### config.mk
export PLATFORM = sky130hd
export DESIGN_NAME = tpa_front
export DESIGN_NICKNAME = d
export VERILOG_FILES = /design/src/hdl/tpa_pkg.sv /design/src/hdl/tpa_front.sv
export SDC_FILE = /design/constraint.sdc
export NUM_CORES = 1
export LEC_CHECK = 0
export BUFFER_PORTS_ARGS = -buffer_cell sky130_fd_sc_hd__clkbuf_2
export CORE_MARGIN = 3
export CORE_UTILIZATION = 45
export DETAILED_ROUTE_END_ITERATION = 10
export PLACE_DENSITY = 0.81
export SLEW_MARGIN = 25
export SYNTH_ARGS = -nofsm -noshare
export SYNTH_HDL_FRONTEND = slang
export SYNTH_SLANG_ARGS = --single-unit
export TNS_END_PERCENT = 50
### constraint.sdc
create_clock -name clk -period 8.84 [get_ports clk]
set_clock_uncertainty 0.05 [all_clocks]
set_input_delay 1.768 -clock clk [delete_from_list [all_inputs] [get_ports clk]]
set_output_delay 1.768 -clock clk [all_outputs]
set_load 0.01 [all_outputs]
### src/hdl/tpa_pkg.sv
`default_nettype none

package tpa_pkg;

  // coordinate and result formats
  localparam int COORD_BITS     = 16;
  localparam int ROOT_FRAC_BITS = 4;
  localparam int PERIM_W        = 23;
  localparam int AREA_W         = 32;

  // derived widths
  localparam int DIFF_W   = COORD_BITS + 1;
  localparam int SQ_W     = 2 * COORD_BITS;
  localparam int SUM_SQ_W = SQ_W + 1;
  localparam int ROOT_W   = COORD_BITS + ROOT_FRAC_BITS + 1;
  localparam int RAD_W    = 2 * ROOT_W;
  localparam int REM_W    = ROOT_W + 2;
  localparam int PROD_W   = 2 * DIFF_W;
  localparam int CROSS_W  = PROD_W + 1;

  // queue between front and back
  localparam int QUEUE_DEPTH = 4;
  localparam int QPTR_W      = $clog2(QUEUE_DEPTH);
  localparam int QCNT_W      = QPTR_W + 1;

  // one input item: three vertices
  typedef struct packed {
    logic signed [COORD_BITS-1:0] ax;
    logic signed [COORD_BITS-1:0] ay;
    logic signed [COORD_BITS-1:0] bx;
    logic signed [COORD_BITS-1:0] by_coord;
    logic signed [COORD_BITS-1:0] cx;
    logic signed [COORD_BITS-1:0] cy;
  } tpa_in_t;

  // one result item
  typedef struct packed {
    logic [PERIM_W-1:0] perimeter;
    logic [AREA_W-1:0]  doubled_area;
  } tpa_out_t;

  // edge vectors held in the queue: ab = b - a, bc = c - b, ca = a - c
  typedef struct packed {
    logic signed [DIFF_W-1:0] dx_ab;
    logic signed [DIFF_W-1:0] dy_ab;
    logic signed [DIFF_W-1:0] dx_bc;
    logic signed [DIFF_W-1:0] dy_bc;
    logic signed [DIFF_W-1:0] dx_ca;
    logic signed [DIFF_W-1:0] dy_ca;
  } tpa_diff_t;

endpackage

`default_nettype wire

### src/hdl/tpa_front.sv
`default_nettype none

module tpa_front import tpa_pkg::*; (
  input  wire logic      clk,
  input  wire logic      rst,
  input  wire logic      start,
  input  wire tpa_in_t   vertices,
  input  wire logic      q_full,
  output logic           busy,
  output logic           q_push,
  output tpa_diff_t      q_data
);

  logic      f_valid;
  tpa_diff_t diff_next;
  logic      accept;

  // handshake: hold off only when the held item cannot enter the queue
  assign busy   = f_valid && q_full;
  assign q_push = f_valid && !q_full;
  assign accept = start && !busy;

  // edge vectors of the triangle
  always_comb begin
    diff_next.dx_ab = DIFF_W'(vertices.bx)       - DIFF_W'(vertices.ax);
    diff_next.dy_ab = DIFF_W'(vertices.by_coord) - DIFF_W'(vertices.ay);
    diff_next.dx_bc = DIFF_W'(vertices.cx)       - DIFF_W'(vertices.bx);
    diff_next.dy_bc = DIFF_W'(vertices.cy)       - DIFF_W'(vertices.by_coord);
    diff_next.dx_ca = DIFF_W'(vertices.ax)       - DIFF_W'(vertices.cx);
    diff_next.dy_ca = DIFF_W'(vertices.ay)       - DIFF_W'(vertices.cy);
  end

  // holding register valid flag
  always_ff @(posedge clk) begin
    if (rst) begin
      f_valid <= 1'b0;
    end else if (accept) begin
      f_valid <= 1'b1;
    end else if (q_push) begin
      f_valid <= 1'b0;
    end
  end

  // holding register payload
  always_ff @(posedge clk) begin
    if (accept) begin
      q_data <= diff_next;
    end
  end

endmodule

`default_nettype wire

After elaboration in Yosys (flattened, before gate mapping). Cells that the tools add are included.

Reduce and logical (&&, ||, !) cells: 6. Add/sub/neg operators: 6. Mux-type cells: 2.

Operators by type and width (count): subtractor 16 x 16 -> 17 bit (6); logical AND 1 bit (3); logical NOT 1 bit (2); 2-to-1 mux 1 bit (2); nonzero test 2 bit (1).

Bits in registers: 103. Input bits: 100. Logic and storage cells: 21.

Depth between registers and ports, before layout.
Depth after elaboration: 4. Gate-level depth with buffers: 9. Gate-level depth less buffers: 9.

Worst setup path before layout. No wires, ideal clock.

Path type: input port to flip-flop. Start point: input q_full. End point: register q_data[0] (netlist bit), enable pin. Buffers on the path: 0. Setup time: 575 ps. Stages: 2. Path slack: 1724 ps. Arrival time: 6491 ps. Cell sequence: and2_1 nor2b_1.

Longest elaborated chain between the ends: 3.

Ends and longest elaborated chain: start, declared (line tpa_front.sv:8) `input wire logic q_full,`; logical AND 1 bit (line tpa_front.sv:19) `assign busy = f_valid && q_full;`; logical NOT 1 bit (line tpa_front.sv:21) `assign accept = start && !busy;`; logical AND 1 bit (line tpa_front.sv:21); net accept (line tpa_front.sv:16) `logic accept;`; end signal, assigned (line tpa_front.sv:47) `q_data <= diff_next;`; end, declared (line tpa_front.sv:11) `output tpa_diff_t q_data`.

The timed path passes the listed nets, and every way through them passes these cells. A chain may end at the register's enable or synchronous reset.

Worst setup path after layout.
Start point: input q_full. End point: output busy.

Longest elaborated chain between the ends: 1.

Ends and longest elaborated chain: logical AND 1 bit (line tpa_front.sv:19); end, declared (line tpa_front.sv:9) `output logic busy,`.

No other way between the ends.

==> flow_summary.toml <==
[sta]
finalSetupViolCount = 0
rsz0062_at_grt = "no"
setup_ws_ns = 4.82
layout_min_cycle_time_ns = 4.02
timing.slew.headroom_pct = 40.8
max_freq_ghz = 0.249
tightestPinTransition_ns = 0.886
finalMaxSlewViolations = 0
fin_tns_setup_ns = 0
hold_ws_ns = 0.604
final_hold_viol_count = 0
finalCritPeriodShare_pct = 45.5

[setup_path]
start_kind = "input pin"
worstPathCellList = "clkbuf_2, and2_1, clkbuf_2"
crit_path_max_fanout = 3
cpLargestDelayFamily = "buffers and inverters"
crit_top_cell = "clkbuf_2"
worstSetupPathType = "input pin to primary output"
cp_slowest_cell = "and2_1"
max_stage_delay_ns = 0.20
crit_path_end_kind = "primary output"
crit_required_ns = 7.02
worst-path-buf-inv = 2
cp.arrival_ns = 2.21

[routing]
drtPass1Iterations = 5
drc = 0
ant_nets = 0
wl_per_cell_um = 15.8
vias = 6891
routed_via_density = 5.43
drt_iter0_drc = 556
wirelength_um = 20000

[floorplan]
die_height_um = 139
start_util_pct = 46.9
die_area_um2 = 19300
io_pins = 204
die_x_um = 139
core_um2 = 16900
core.rowCount = 47

[logic_synthesis]
synth_seq_cells = 103
syn_nets = 1040
synth-edff-count = 102
yosysSeqAreaShare_pct = 38.8
postSynthCellCount = 838
ys_warn_count = 0
avgSynthCellArea_um2 = 9.49
ys_types = 58
ys_dominant_reg_cell = "edfxtp_1"
syn-cell-area_um2 = 7950
async_flop_share_pct = 0

[finish]
area.growth.synth_to_final_pct = 19.7
multi_input_area_um2 = 4350
fin_util_pct = 56.2
layout_common_cells = "203 x clkbuf_2, 130 x inv_1, 102 x edfxtp_1"
n_antenna_cell = 0
regArea_um2 = 3080
fillers = 1505
mostFrequentLayoutCell = "clkbuf_2"
final_layout_size_suffix_gt1_share_pct = 21.9
final_net_count = 1247

[worst_hold_path]
hp-class = "register to register"

[clock_tree]
cts_buffers = 9
postCtsSetupRepairBufs = 0
cts.clk_slew.worst_paths_ns = 0.06
cts_tree = "yes"
clk_latency_ns = 0.34
clkSinkCount = 103
htree_levels = 3
ctsHoldBuffers = 0
cts_resized = 0
root_buffer = "clkbuf_16"
clockBufferDepth = 2

[power]
ir_drop_uv = 114
power_mw = 1.54
p_per_area_nw_per_um2 = 162
p_leak_nw = 4.53

[run_status]
outcome = "finished, final reports clean"

[placed_design]
dp_hpwl_um = 16100
routabilityCongestion = 0.930
pre_cts_ws_ns = 4.68
io_buffers = 203

[global_routing]
grt_most_used_layer = "met2"
antenna_found_initial = 0
grt-ovfl-total = 0
grt_pass1_wl_um = 31900
grt_use_met1_pct = 28.8
grt_util_met3_pct = 3.97
grt_pass1_vias = 6449
grt_use_met2_pct = 30.6
grt_max_degree = 53
grt_usage_pct = 20.2

[job]
drv_cap = 0
## tightest hold or removal path, stage by stage, from the launching register on
cell     delay [ns]
dfxtp_1        0.30
and2_1         0.17
nor2_1         0.09
nor2_1         0.04
## cells in the mapped netlist, types with 14 or more instances
cell,instances,area share (%)
nand2_1,55,2.6
nor2b_1,19,1.5
nor2_1,59,2.8
nand3_1,17,1.1
xnor2_1,56,6.2
inv_1,130,6.1
a21o_1,15,1.4
ha_1,96,15
edfxtp_1,102,39
a21oi_1,70,4.4
o21ai_0,35,2.2
o21a_1,14,1.3
## routing by layer
layer | part of all wire (%) | up-vias
met4 | 2.2 | 0
li1 | - | 3412
met3 | 6.6 | 31
met1 | 47 | 3199
met5 | 0 | -
met2 | 44 | 249
## layout make-up
cell class	count	area share, %
Clock buffer	11	2.44
Multi-Input combinational cell	596	45.7
Inverter	130	5.13
Tap cell	220	2.89
Clock inverter	5	0.618
Timing Repair Buffer	205	10.8
Sequential cell	103	32.4
## state kept, by name, indices dropped and copies added (netlist names)
register,flops
f_valid,1
q_data,102
## path summary, 6_finish.rpt
kind | from | endpoint | slack, ns | cells past startpoint
max | q_full | busy | 4.82 | 3
min | f_valid | f_valid | 0.60 | 3
max reg2reg | f_valid | q_data[93] | 6.58 | 4
min reg2reg | f_valid | f_valid | 0.60 | 3
## power breakdown
group	internal (mW)	switching (mW)	total [mW]	leakage, nW
Sequential	0.626	0.0191	0.645	0.995
Combinational	0.209	0.288	0.497	3.40
Clock	0.220	0.182	0.402	0.136
## through the flow
| step | cell area (um^2) | std cells |
|---|---|---|
| 5_1_grt | 9520 | 1270 |
| 3_5_place_dp | 9230 | 1254 |
| 4_1_cts | 9520 | 1270 |
| 3_3_place_gp | 9230 | 1254 |
| 6_report | 9520 | 1270 |
| 2_1_floorplan | 7950 | 838 |
## kinds of logic after synthesis
family / count (synthesis) / share of synthesized area (%)
buffers and inverters: 139 / 6.59
AOI/OAI and AO/OA: 216 / 17.5
DFF: 103 / 38.8
xor gates and xnor gates: 68 / 7.49
and+or+nand+nor: 206 / 12.5
adders and majority gates: 102 / 16.6
muxes: 4 / 0.504
Power figures use the tool's default switching activity.
