--- config.mk ---
export PLATFORM = sky130hd
export DESIGN_NAME = tpa_queue
export DESIGN_NICKNAME = d
export VERILOG_FILES = /design/src/hdl/tpa_pkg.sv /design/src/hdl/tpa_queue.sv
export SDC_FILE = /design/constraint.sdc
export NUM_CORES = 1
export LEC_CHECK = 0
export ABC_AREA = 1
export CORE_UTILIZATION = 55
export DETAILED_ROUTE_END_ITERATION = 10
export DONT_BUFFER_PORTS = 1
export GPL_TIMING_DRIVEN = 1
export PLACE_DENSITY = 0.73
export SLEW_MARGIN = 0
export SYNTH_ARGS = -nofsm -noshare
export SYNTH_HDL_FRONTEND = slang
export SYNTH_SLANG_ARGS = --single-unit
--- constraint.sdc ---
create_clock -name clk -period 3.12 [get_ports clk]
set_clock_uncertainty 0.1 [all_clocks]
set_input_delay 0.312 -clock clk [delete_from_list [all_inputs] [get_ports clk]]
set_output_delay 0.312 -clock clk [all_outputs]
set_load 0.01 [all_outputs]
--- src/hdl/tpa_pkg.sv ---
`default_nettype none

package tpa_pkg;

  // coordinate and result formats
  localparam int COORD_BITS     = 16;
  localparam int ROOT_FRAC_BITS = 4;
  localparam int PERIM_W        = 23;
  localparam int AREA_W         = 32;

  // derived widths
  localparam int DIFF_W   = COORD_BITS + 1;
  localparam int SQ_W     = 2 * COORD_BITS;
  localparam int SUM_SQ_W = SQ_W + 1;
  localparam int ROOT_W   = COORD_BITS + ROOT_FRAC_BITS + 1;
  localparam int RAD_W    = 2 * ROOT_W;
  localparam int REM_W    = ROOT_W + 2;
  localparam int PROD_W   = 2 * DIFF_W;
  localparam int CROSS_W  = PROD_W + 1;

  // queue between front and back
  localparam int QUEUE_DEPTH = 4;
  localparam int QPTR_W      = $clog2(QUEUE_DEPTH);
  localparam int QCNT_W      = QPTR_W + 1;

  // one input item: three vertices
  typedef struct packed {
    logic signed [COORD_BITS-1:0] ax;
    logic signed [COORD_BITS-1:0] ay;
    logic signed [COORD_BITS-1:0] bx;
    logic signed [COORD_BITS-1:0] by_coord;
    logic signed [COORD_BITS-1:0] cx;
    logic signed [COORD_BITS-1:0] cy;
  } tpa_in_t;

  // one result item
  typedef struct packed {
    logic [PERIM_W-1:0] perimeter;
    logic [AREA_W-1:0]  doubled_area;
  } tpa_out_t;

  // edge vectors held in the queue: ab = b - a, bc = c - b, ca = a - c
  typedef struct packed {
    logic signed [DIFF_W-1:0] dx_ab;
    logic signed [DIFF_W-1:0] dy_ab;
    logic signed [DIFF_W-1:0] dx_bc;
    logic signed [DIFF_W-1:0] dy_bc;
    logic signed [DIFF_W-1:0] dx_ca;
    logic signed [DIFF_W-1:0] dy_ca;
  } tpa_diff_t;

endpackage

`default_nettype wire

--- src/hdl/tpa_queue.sv ---
`default_nettype none

module tpa_queue import tpa_pkg::*; (
  input  wire logic      clk,
  input  wire logic      rst,
  input  wire logic      push,
  input  wire tpa_diff_t wdata,
  input  wire logic      pop,
  output logic           full,
  output logic           empty,
  output tpa_diff_t      rdata
);

  tpa_diff_t         mem [QUEUE_DEPTH];
  logic [QPTR_W-1:0] wptr;
  logic [QPTR_W-1:0] rptr;
  logic [QCNT_W-1:0] count;

  assign full  = (count == QCNT_W'(QUEUE_DEPTH));
  assign empty = (count == '0);
  assign rdata = mem[rptr];

  // pointers and fill count
  always_ff @(posedge clk) begin
    if (rst) begin
      wptr  <= '0;
      rptr  <= '0;
      count <= '0;
    end else begin
      if (push) begin
        wptr <= wptr + 1'b1;
      end
      if (pop) begin
        rptr <= rptr + 1'b1;
      end
      if (push && !pop) begin
        count <= count + 1'b1;
      end else if (pop && !push) begin
        count <= count - 1'b1;
      end
    end
  end

  // storage
  always_ff @(posedge clk) begin
    if (push) begin
      mem[wptr] <= wdata;
    end
  end

  // no write into a full queue
  assert property (@(posedge clk) disable iff (rst) !(push && full))
    else $error("queue overflow");

  // no read from an empty queue
  assert property (@(posedge clk) disable iff (rst) !(pop && empty))
    else $error("queue underflow");

  // fill count agrees with the pointer distance
  assert property (@(posedge clk) disable iff (rst)
    (count == QCNT_W'(QUEUE_DEPTH)) || (QPTR_W'(wptr - rptr) == count[QPTR_W-1:0]))
    else $error("queue count out of step with pointers");

endmodule

`default_nettype wire

# ---- Word-level counts from Yosys, hierarchy flattened
# Memories as Yosys holds them, arrays and structs flattened. A register that Yosys moved wholly into a read port is not among the register bits.
# Index checks and enable logic that the tools add are counted.
dict set report op_classes {
  multipliers 0
  mux 6
  bitwise 0
  n_addsub 4
  reduce_logical 6
  order_cmp 0
  n_div 0
  shift 0
  eq_ne 1
}
# cell n
set ops {}
lappend ops {{two-way mux 3 bit} 2}
lappend ops {{adder 2 x 1 -> 2 bit, second input constant} 2}
lappend ops {{two-way mux 2 bit} 2}
lappend ops {{adder 3 x 1 -> 3 bit, second input constant} 1}
lappend ops {{equality test 3 bit, second input constant} 1}
lappend ops {{zero test 3 bit} 1}
lappend ops {{subtractor 3 x 1 -> 3 bit, second input constant} 1}
lappend ops {{logical AND 1 bit} 2}
lappend ops {{zero test 1 bit} 2}
lappend ops {{two-way mux 1 bit} 2}
lappend ops {{nonzero test 2 bit} 1}
dict set report word_totals {
  romBits 0
  input_bits 106
  word_cells 21
  ram_bits 408
  ff_bits 7
  out_inout_bits 104
  latch_bits 0
  mem_count 1
}
# name depth word_bits rd rd_ports_with_merged_regs wr line_no
set mem_list {}
lappend mem_list {mem 4 102 1 1 1 tpa_queue.sv:14} ;# tpa_diff_t mem [QUEUE_DEPTH];

# ---- Logic depth before layout (Yosys ltp)
# Gate-level depths: netlist (run 1).
dict set report logic_depth {
  depth_word 4
  mapped_depth 10
  ltp_nobuf 10
}

# ---- Worst setup path after synthesis (run 1)
# Ideal clock, no wire load.
dict set report synth_timing {
  path_kind {register -> register}
  start {register wptr[0]}
  end {memory mem[2][0] in the netlist's numbering (enable)}
  path_stages_with_launch 5
  period_less_slack_ns 3.113
  t_required_ns 2.565
  n_path_buf 0
  setup_slack_ns 0.007
  arrival_ns 2.558
  setup_ns 0.455
  cell_sequence {dfxtp_1 -> inv_1 -> ha_1 -> nand2_1 -> inv_1}
}
# element line_no
set synth_rtl {}
lappend synth_rtl {{start, declared} tpa_queue.sv:15} ;# logic [QPTR_W-1:0] wptr;
lappend synth_rtl {{start signal, assigned} tpa_queue.sv:31} ;# wptr <= wptr + 1'b1;
lappend synth_rtl {{end, declared} tpa_queue.sv:14}
# Straight into the memory's write port.

==> metrics.csv, run 1 <==
stage,metric,value,unit
run_status,status,finished clean,
route,drc,0,
logic_synthesis,avgSynthCellArea,14.9,sq um
timing,fin_crit,2.83,ns
placed_design,place_inst,1375,
route,drt_pass1_iterations,5,
route,routedWlPerCell,20.4,um
critical_path,crit_family,buffers and inverters,
pwr,seqPwrFrac,53.6,%
grt,grt_use_total,21.7,%
timing,slew_violations,0,
final_layout,layout_commonest_cell,edfxtp_1,
timing,hold_viol_final,0,
route,drt_iter0_drc,653,
pwr,pwr-share-comb,8.3,%
route,wl,31600,um
grt,grt_pass1_vias,8970,
clocking,clockBufferDepth,3,
critical_path,critical_path.endpoint_type,output port,
timing,finalCritPeriodShare,90.6,%
floorplanning,start_util,55.8,%
critical_path,cpPeakStageDelay,0.82,ns
logic_synthesis,ys_seq_area_share,80.1,%
timing,setup_viol,0,
final_layout,mostFrequentLayoutCells,"edfxtp_1, nor2_1, o21ai_0, dlygate4sd3_1, o22ai_1",
route,met1_length,12800,um
critical_path,critPathKind,register to output port,
timing,layout_setup_ws,0.294,ns
pwr,internal_power,9400,uW
clocking,clock_latency,0.51,ns
clocking,cts_max_level,2,
logic_synthesis,synthCells,1044,
grt,antenna_found_initial,4,
pwr,cellLeakagePower,0.00598,uW
logic_synthesis,synthTopCellsByArea,"edfxtp_1, nor2_1, o21ai_0, o22ai_1, o21ai_1",
floorplanning,die_area,0.0289,sq mm
critical_path,cp.depth,3,
grt,grt_pass1_wl,47900,um
hold_path,hold_path_class,primary input to register,
logic_synthesis,ys_warn_count,0,
placed_design,place.port_buffers,0,
final_layout,fillers,1953,
route,dr_wl_met2,15600,um
route,wl_met3,2560,um
grt,overflow,0,
critical_path,start_kind,register,
clocking,cts_sinks,417,
logic_synthesis,synth_top_area_share,79.0,%
clocking,cts-buffers-inserted,41,
pwr,power,12100,uW
timing,finalSetupTns,0,ns
logic_synthesis,synth_area,0.0155,sq mm
logic_synthesis,synthDistinctLibCells,20,
critical_path,critical_path_buf_inv_count,1,
final_layout,final_layout_size_suffix_gt1_share,7.03,%
critical_path,path_cells,buf_4 -> o21ai_0 -> o22ai_1,
final_layout,area_growth,17.1,%
run,max-cap-violations,0,
pwr,swShare,22.0,%
route,postRouteAntennaNets,0,
route,dr.max_layer_used,met5,
route,routed-via-count,8870,
final_layout,fin_cells,1548,
clocking,cts.clk_slew.worst_paths,0.06,ns
logic_synthesis,synth-seq-cells,417,
critical_path,cp.arrival,2.41,ns
floorplanning,core.rowCount,61,
placed_design,pre_cts_ws,0.857,ns
clocking,cts_resized,0,
floorplanning,die_h,170,um
placed_design,hpwl,16700,um
logic_synthesis,synth_nets,1156,
hold_path,holdPathStages,3,
pwr,ir_drop,0.000557,V
grt,grt_max_degree,205,
critical_path,reg2reg_depth,5,
route,vias_per_cell,5.73,
floorplanning,die_w,170,um
placed_design,place.gp.congestion,0.709,
timing,worstMarginPinSlew,1.20,ns
pwr,power_density,664,mW/mm^2
pwr,pwr-share-clk,38.2,%
clocking,cts-root-buf,clkbuf_16,
logic_synthesis,yosys.area.top_type,edfxtp_1,
critical_path,slowest_stage,buf_4,
clocking,cts_tree,done,
timing,max_freq,0.354,GHz
floorplanning,io_pins,210,
timing,relSlewSlack,20.0,%
final_layout,nets,1257,
pwr,switchingPower,2660,uW
floorplanning,core-area,0.0278,sq mm
critical_path,critPathRequiredTime,2.71,ns
timing,rsz0062_at_grt,false,
critical_path,worst-path-max-fanout,102,
==> flip-flops by register name (all words and copies together), names as in the netlist, named ones only <==
name   flops
rptr       2
mem      408
wptr       2
count      3
==> kinds of logic (layout without fill, tap and decap cells) <==
logic type               after synthesis  after routing  synth area share, %
AO/OA/AOI/OAI                        314            314                 11.0
AND/OR/NAND/NOR                      223            223                 5.44
adder cells (fa/ha/maj)                6              6                0.532
other                                  0              3                    0
buffers and inverters                 83            206                 2.88
XOR/XNOR                               1              1               0.0565
flip-flops                           417            417                 80.1
==> synthesized netlist by cell type, drive strengths merged <==
cell / count
o22ai: 102
a21oi: 3
buf: 33
nor2: 210
xor2: 1
nand4: 1
dfxtp: 9
nand3: 1
o21ai: 209
nand2: 9
fa: 1
clkbuf: 33
ha: 5
edfxtp: 408
nor3: 2
inv: 17
==> final cells by class <==
| class | count | area (sq um) | share of cell area (%) |
|---|---|---|---|
| Antenna cell | 3 | 7.51 | 0.0413 |
| Clock inverter | 15 | 151 | 0.833 |
| Inverter | 17 | 80.1 | 0.441 |
| Multi-Input combinational cell | 544 | 2630 | 14.5 |
| Tap cell | 378 | 473 | 2.60 |
| Clock buffer | 50 | 1090 | 6.00 |
| Timing Repair Buffer | 124 | 1290 | 7.12 |
| Sequential cell | 417 | 12400 | 68.5 |
==> routing by layer <==
metal | vias to the layer above | track usage (%)
li1 | 4148 | -
met1 | 4398 | 27.0
met2 | 267 | 37.3
met3 | 55 | 6.07
met4 | 2 | 5.84
met5 | - | 0
==> repair_timing <==
action,in CTS,in global routing
setup endpoints to repair,0,0
hold buffers,105,0
endpoints found under the hold margin,417,0
buffers inserted,0,0
==> tightest hold or removal path, stage by stage <==
cell	delay, ns
ha_1	0.16
xor2_1	0.09
nor2_1	0.07
==> worst paths after layout <==
| path | startpoint | end | slack, ns |
|---|---|---|---|
| worst min-delay path | push | count[0]$_SDFFE_PP0P_ | 0.06 |
| worst max-delay path | register | rdata[58] | 0.29 |
| worst max register to register | wptr[1]$_SDFFE_PP0P_ | mem[1][98]$_DFFE_PP_ | 1.15 |
| worst min register to register | rptr[1]$_SDFFE_PP0P_ | register | 0.36 |
==> power by group through the flow <==
| stage | Combinational, uW | Sequential (uW) | Clock, uW |
|---|---|---|---|
| finish | 997 | 6460 | 4600 |
| global route | 1090 | 6480 | 4860 |
| CTS | 1000 | 6460 | 4670 |
| detailed placement | 840 | 6580 | 0 |
| global placement | 820 | 6570 | 0 |
| floorplan | 623 | 6580 | 0 |
==> through the flow <==
step / utilization [%] / hold slack, ns / area [sq um]
after CTS: 65.4 / 0.0343 / 18200
after global routing: 65.4 / 0.0720 / 18200
after detailed placement: 57.1 / 0.288 / 15900
after global placement: 57.1 / 0.286 / 15900
after floorplan: - / 0.284 / 15500
final: 65.4 / 0.0614 / 18200
No activity file was read; power rests on OpenSTA's default activity.
==> run 2: changes to the inputs <==
--- a/config.mk
+++ b/config.mk
@@ -7,6 +7,7 @@
 export LEC_CHECK = 0
 export ABC_AREA = 1
 export CORE_UTILIZATION = 55
+export CTS_BUF_LIST = sky130_fd_sc_hd__clkbuf_2 sky130_fd_sc_hd__clkbuf_4 sky130_fd_sc_hd__clkbuf_8
 export DETAILED_ROUTE_END_ITERATION = 10
 export DONT_BUFFER_PORTS = 1
 export GPL_TIMING_DRIVEN = 1
==> run 2 against run 1 <==
Fmax decreased by 0.78%. Die area unchanged. Cell area decreased by 0.27%. Worst setup slack got worse by 0.022 ns. Total power decreased by 3.3%. Routed wire length increased by 0.73%. Register-to-register slack got worse by 0.02 ns.
==> metrics.csv, run 2 (synthesized netlist as in run 1, its figures left out) <==
stage,metric,value,unit,change
pwr,swShare,23.3,%,+1.3 points
grt,grt_max_degree,205,,unchanged
pwr,seqPwrFrac,55.4,%,+1.8 points
critical_path,worst-path-max-fanout,102,,unchanged
clocking,cts-root-buf,clkbuf_8,,
final_layout,reg_top3,"mem (408), count (3)",,
grt,grt_pass1_vias,9213,,+2.7%
clocking,cts_sinks,417,,unchanged
critical_path,crit_family,buffers and inverters,,
floorplanning,die_h,170,um,unchanged
run_status,status,finished clean,,
critical_path,critical_path_buf_inv_count,1,,unchanged
final_layout,largest_reg_flops,408,,unchanged
clocking,cts_resized,0,,unchanged
pwr,ir_drop,0.000492,V,-12%
grt,grt_use_total,22.0,%,+0.29 points
critical_path,critical_path.endpoint_type,output port,,
route,routed-via-count,8976,,+1.2%
route,drt_pass1_iterations,6,,+1
clocking,cts-buffers-inserted,66,,+61%
critical_path,cpPeakStageDelay,0.80,ns,-0.02 ns
final_layout,layout_commonest_cell,edfxtp_1,,
timing,max_freq,0.351,GHz,-0.78%
floorplanning,start_util,55.8,%,unchanged
grt,grt_pass1_wl,48200,um,+0.68%
critical_path,cp.arrival,2.44,ns,+0.03 ns
timing,relSlewSlack,27.0,%,+7.0 points
route,postRouteAntennaNets,0,,unchanged
floorplanning,die_w,170,um,unchanged
placed_design,hpwl,16700,um,unchanged
critical_path,critPathKind,register to output port,,
grt,antenna_found_initial,4,,unchanged
timing,slew_violations,0,,unchanged
pwr,internal_power,8940,uW,-4.9%
route,routedWlPerCell,20.0,um,-2.0%
timing,setup_viol,0,,unchanged
run,max-cap-violations,0,,unchanged
critical_path,path_cells,buf_4 -> o21ai_0 -> o22ai_1,,
route,drt_iter0_drc,651,,-0.31%
critical_path,critPathRequiredTime,2.71,ns,about the same
timing,hold_viol_final,0,,unchanged
final_layout,mostFrequentLayoutCells,"edfxtp_1, nor2_1, o21ai_0, dlygate4sd3_1, o22ai_1",,
floorplanning,core-area,0.0278,sq mm,unchanged
critical_path,slowest_stage,buf_4,,
timing,finalCritPeriodShare,91.3,%,+0.71 points
hold_path,hold_path_class,primary input to register,,
final_layout,final_layout_size_suffix_gt1_share,9.99,%,+3.0 points
timing,rsz0062_at_grt,false,,
final_layout,nets,1283,,+2.1%
placed_design,place.port_buffers,0,,unchanged
pwr,pwr-share-clk,36.0,%,-2.2 points
clocking,clockBufferDepth,3,,unchanged
timing,finalSetupTns,0,ns,unchanged
route,drc,0,,unchanged
route,vias_per_cell,5.64,,-1.5%
pwr,cellLeakagePower,0.00600,uW,+0.44%
clocking,cts.clk_slew.worst_paths,0.06,ns,about the same
floorplanning,io_pins,210,,unchanged
clocking,cts_tree,done,,
clocking,cts_max_level,3,,+1
clocking,clock_latency,0.55,ns,+0.04 ns
floorplanning,die_area,0.0289,sq mm,unchanged
floorplanning,core.rowCount,61,,unchanged
pwr,switchingPower,2720,uW,+2.4%
final_layout,area_growth,16.8,%,
placed_design,place.gp.congestion,0.709,,unchanged
route,wl,31800,um,+0.73%
critical_path,start_kind,register,,
timing,hold_slack,0.0749,ns,+0.0135 ns
pwr,power_density,643,mW/mm^2,-3.1%
pwr,pwr-share-comb,8.6,%,+0.3 points
timing,worstMarginPinSlew,1.10,ns,-0.105 ns
grt,overflow,0,,unchanged
final_layout,largest_register,mem,,
timing,fin_crit,2.85,ns,+0.0222 ns
## run 2: metrics by stage
step / power [uW] / setup slack (ns) / instance area [sq um] / utilization [%] / cells
after global routing: 12100 / 0.0466 / 18100 / 65.2 / 1591
after floorplan: 7210 / 0.00691 / 15500 / - / 1044
final: 11700 / 0.271 / 18100 / 65.2 / 1591
after CTS: 11700 / 0.167 / 18100 / 65.2 / 1589
after detailed placement: 7420 / 0.857 / 15900 / 57.1 / 1375
after global placement: 7390 / 0.862 / 15900 / 57.1 / 1375
## run 2: what timing repair did
| item | 4_1_cts | 5_1_grt |
|---|---|---|
| buffers inserted | 0 | 0 |
| endpoints found under the hold margin | 417 | 0 |
| hold buffers | 106 | 0 |
## run 2: power groups by stage
stage | clock network [uW] | registers (uW) | logic [uW]
final | 4200 | 6460 | 998
after global routing | 4530 | 6480 | 1090
after CTS | 4280 | 6460 | 1000
after detailed placement | 0 | 6580 | 840
after global placement | 0 | 6570 | 820
after floorplan | 0 | 6580 | 623
## run 2: area by class of cell
cell class                      instances  area (sq um)
Antenna cell                            2          5.00
Fill cell                            1996          9660
Sequential cell                       417         12400
Tap cell                              378           473
Multi-Input combinational cell        544          2630
Timing Repair Buffer                  125          1300
Clock buffer                           85          1070
Clock inverter                         23           115
Inverter                               17          80.1
## run 2: final timing paths
check                           to            startpoint  slack [ns]  depth (start not counted)
max                       rdata[6]              register        0.27                          3
min          count[1]$_SDFFE_PP0P_                   pop        0.07                          4
max reg2reg   mem[1][39]$_DFFE_PP_  wptr[1]$_SDFFE_PP0P_        1.13                          5
min reg2reg               register  rptr[1]$_SDFFE_PP0P_        0.36                          1
## run 2: worst min-delay path, cell delays in order
cell and delay [ns]:
inv_1 0.04, ha_1 0.16, o21ai_0 0.09, nor2_1 0.09
## run 2: per-layer routing
layer	up-vias	routed length [um]	track usage (%)
li1	4202	-	-
met1	4421	13000	26.7
met3	56	2580	7.00
met5	-	23	0
met4	4	692	9.13
met2	293	15500	36.4
==> run 3: changes to the inputs <==
==> constraint.sdc (replaced) <==
create_clock -name clk -period 3.12 [get_ports clk]
set_clock_uncertainty 0.1 [all_clocks]
set_input_delay 0 -clock clk [delete_from_list [all_inputs] [get_ports clk]]
set_output_delay 0 -clock clk [all_outputs]
set_load 0.01 [all_outputs]
==> run 3 against run 2 <==
Die area is the same. Cell count grew 1.9%. Clock-buffer cell count shrank 1. Fmax grew 13%. Routed wire length grew 1.6%. Hold slack lost 0.042 ns. Global-route usage grew 0.32 points. Critical path depth is the same. Clock power shrank 6.0%. Worst setup slack gained 0.33 ns. Register-to-register slack gained 0.09 ns.
==> metrics.csv, run 3 (synthesized netlist as in run 1, its figures left out) <==
stage,metric,value,unit,change
floorplanning,die_w,170,um,unchanged
placed_design,place.gp.congestion,0.742,,+4.7%
timing,relSlewSlack,40.9,%,+14 points
timing,slew_violations,0,,unchanged
final_layout,reg_top3,"mem (408), count (3)",,
pwr,swShare,23.2,%,-0.14 points
clocking,cts_tree,done,,
pwr,ir_drop,0.000389,V,-21%
clocking,cts_max_level,2,,-1
route,routed-via-count,9120,,+1.6%
floorplanning,io_pins,210,,unchanged
critical_path,worst-path-max-fanout,204,,+100%
timing,hold_viol_final,0,,unchanged
placed_design,place.port_buffers,0,,unchanged
run,max-cap-violations,0,,unchanged
hold_path,hold_path_class,primary input to register,,
route,routedWlPerCell,19.9,um,-0.26%
grt,grt_pass1_wl,49300,um,+2.4%
timing,finalCritPeriodShare,80.8,%,-11 points
final_layout,layout_commonest_cell,edfxtp_1,,
final_layout,mostFrequentLayoutCells,"edfxtp_1, nor2_1, o21ai_0, dlygate4sd3_1, o22ai_1",,
final_layout,largest_register,mem,,
final_layout,final_layout_size_suffix_gt1_share,9.53,%,-0.46 points
final_layout,nets,1311,,+2.2%
critical_path,cp.arrival,2.42,ns,-0.02 ns
pwr,seqPwrFrac,56.5,%,+1.1 points
critical_path,start_kind,register,,
floorplanning,die_area,0.0289,sq mm,unchanged
final_layout,area_growth,18.4,%,
floorplanning,core-area,0.0278,sq mm,unchanged
timing,rsz0062_at_grt,false,,
clocking,cts-buffers-inserted,61,,-7.6%
grt,antenna_found_initial,5,,+1
run_status,status,finished clean,,
placed_design,hpwl,17600,um,+5.4%
timing,worstMarginPinSlew,0.886,ns,-0.209 ns
pwr,power_density,624,mW/mm^2,-3.1%
route,vias_per_cell,5.63,,-0.28%
grt,overflow,0,,unchanged
critical_path,critical_path.endpoint_type,output port,,
critical_path,critPathKind,register to output port,,
final_layout,largest_reg_flops,408,,unchanged
clocking,cts_setup_buffers,0,,unchanged
final_layout,fillers,1951,,-2.3%
timing,max_freq,0.397,GHz,+13%
timing,fin_crit,2.52,ns,-0.329 ns
pwr,pwr-share-clk,34.5,%,-1.5 points
clocking,cts_sinks,417,,unchanged
critical_path,critPathRequiredTime,3.02,ns,+0.31 ns
grt,grt_max_degree,205,,unchanged
clocking,cts.clk_slew.worst_paths,0.07,ns,about the same
clocking,clockBufferDepth,3,,unchanged
final_layout,final_util,66.1,%,+0.90 points
pwr,cellLeakagePower,0.00609,uW,+1.4%
route,drc,0,,unchanged
clocking,cts-root-buf,clkbuf_8,,
grt,grt_use_total,22.3,%,+0.32 points
route,drt_iter0_drc,773,,+19%
floorplanning,die_h,170,um,unchanged
floorplanning,start_util,55.8,%,unchanged
clocking,clock_latency,0.59,ns,+0.04 ns
route,drt_pass1_iterations,5,,-1
route,wl,32300,um,+1.6%
grt,grt_pass1_vias,8980,,-2.5%
pwr,switchingPower,2660,uW,-2.3%
pwr,pwr-share-comb,9.0,%,+0.4 points
floorplanning,core.rowCount,61,,unchanged
route,postRouteAntennaNets,0,,unchanged
pwr,internal_power,8800,uW,-1.5%
timing,setup_viol,0,,unchanged
timing,finalSetupTns,0,ns,unchanged
[run 3: cell types whose count changed in the layout (fill, tap and decap cells not counted)]
cell           before  now
dlygate4sd3_1     106  138
clkbuf_8           69   61
clkbuf_4           16   23
clkinv_2            6    3
diode_2             2    5
clkinv_1           14   12
clkinvlp_4          0    2
buf_4              11   12
inv_6               4    3
inv_8               1    0
[run 3: final timing paths]
path / to / slack, ns / cells after the start / from
worst max-delay path: rdata[9] / 0.60 / 3 / register
worst min-delay path: mem[3][3]$_DFFE_PP_ / 0.03 / 1 / wdata[3]
worst max register to register: mem[2][49]$_DFFE_PP_ / 1.22 / 5 / wptr[0]$_SDFFE_PP0P_
worst min register to register: register / 0.34 / 1 / rptr[1]$_SDFFE_PP0P_
[run 3: what timing repair did]
item                      CTS  global route
resized for setup           0             0
hold buffers              136             2
hold endpoints to repair  536             8
[run 3: area by class of cell]
| cell class | instances | area [sq um] | area share (%) |
|---|---|---|---|
| Sequential cell | 417 | 12400 | 67.7 |
| Multi-Input combinational cell | 544 | 2630 | 14.3 |
| Timing Repair Buffer | 158 | 1630 | 8.88 |
| Clock buffer | 84 | 1010 | 5.51 |
| Tap cell | 378 | 473 | 2.57 |
| Clock inverter | 18 | 87.6 | 0.477 |
| Inverter | 17 | 80.1 | 0.436 |
| Antenna cell | 5 | 12.5 | 0.0681 |
[run 3: power groups by stage]
stage | combinational [uW] | clock [uW] | sequential (uW)
final | 1030 | 3950 | 6470
after global routing | 1120 | 4290 | 6480
after CTS | 1040 | 4040 | 6470
after detailed placement | 836 | 0 | 6590
after global placement | 822 | 0 | 6580
after floorplan | 623 | 0 | 6580
[run 3: per-stage QoR]
step	hold slack [ns]	instance area (sq um)	power, uW	worst slack, ns	cells
final	0.0330	18400	11500	0.600	1621
after detailed placement	-0.0247	15900	7420	1.24	1376
after global placement	-0.0259	15900	7400	1.28	1376
after floorplan	-0.0276	15500	7210	0.00691	1044
after global routing	0.00577	18400	11900	0.525	1620
after CTS	0.000359	18300	11500	0.664	1614
[run 3: critical path, stage by stage (launching register included)]
cell and delay [ns]:
dfxtp_4 0.38, buf_12 0.57, o21ai_0 0.22, o22ai_1 0.48
[run 3: per-layer routing]
layer  track usage, %  share of wire (%)
met1             29.1                 41
met2             35.8                 48
met3             6.93                8.6
met4             7.32                2.2
met5                0              0.040
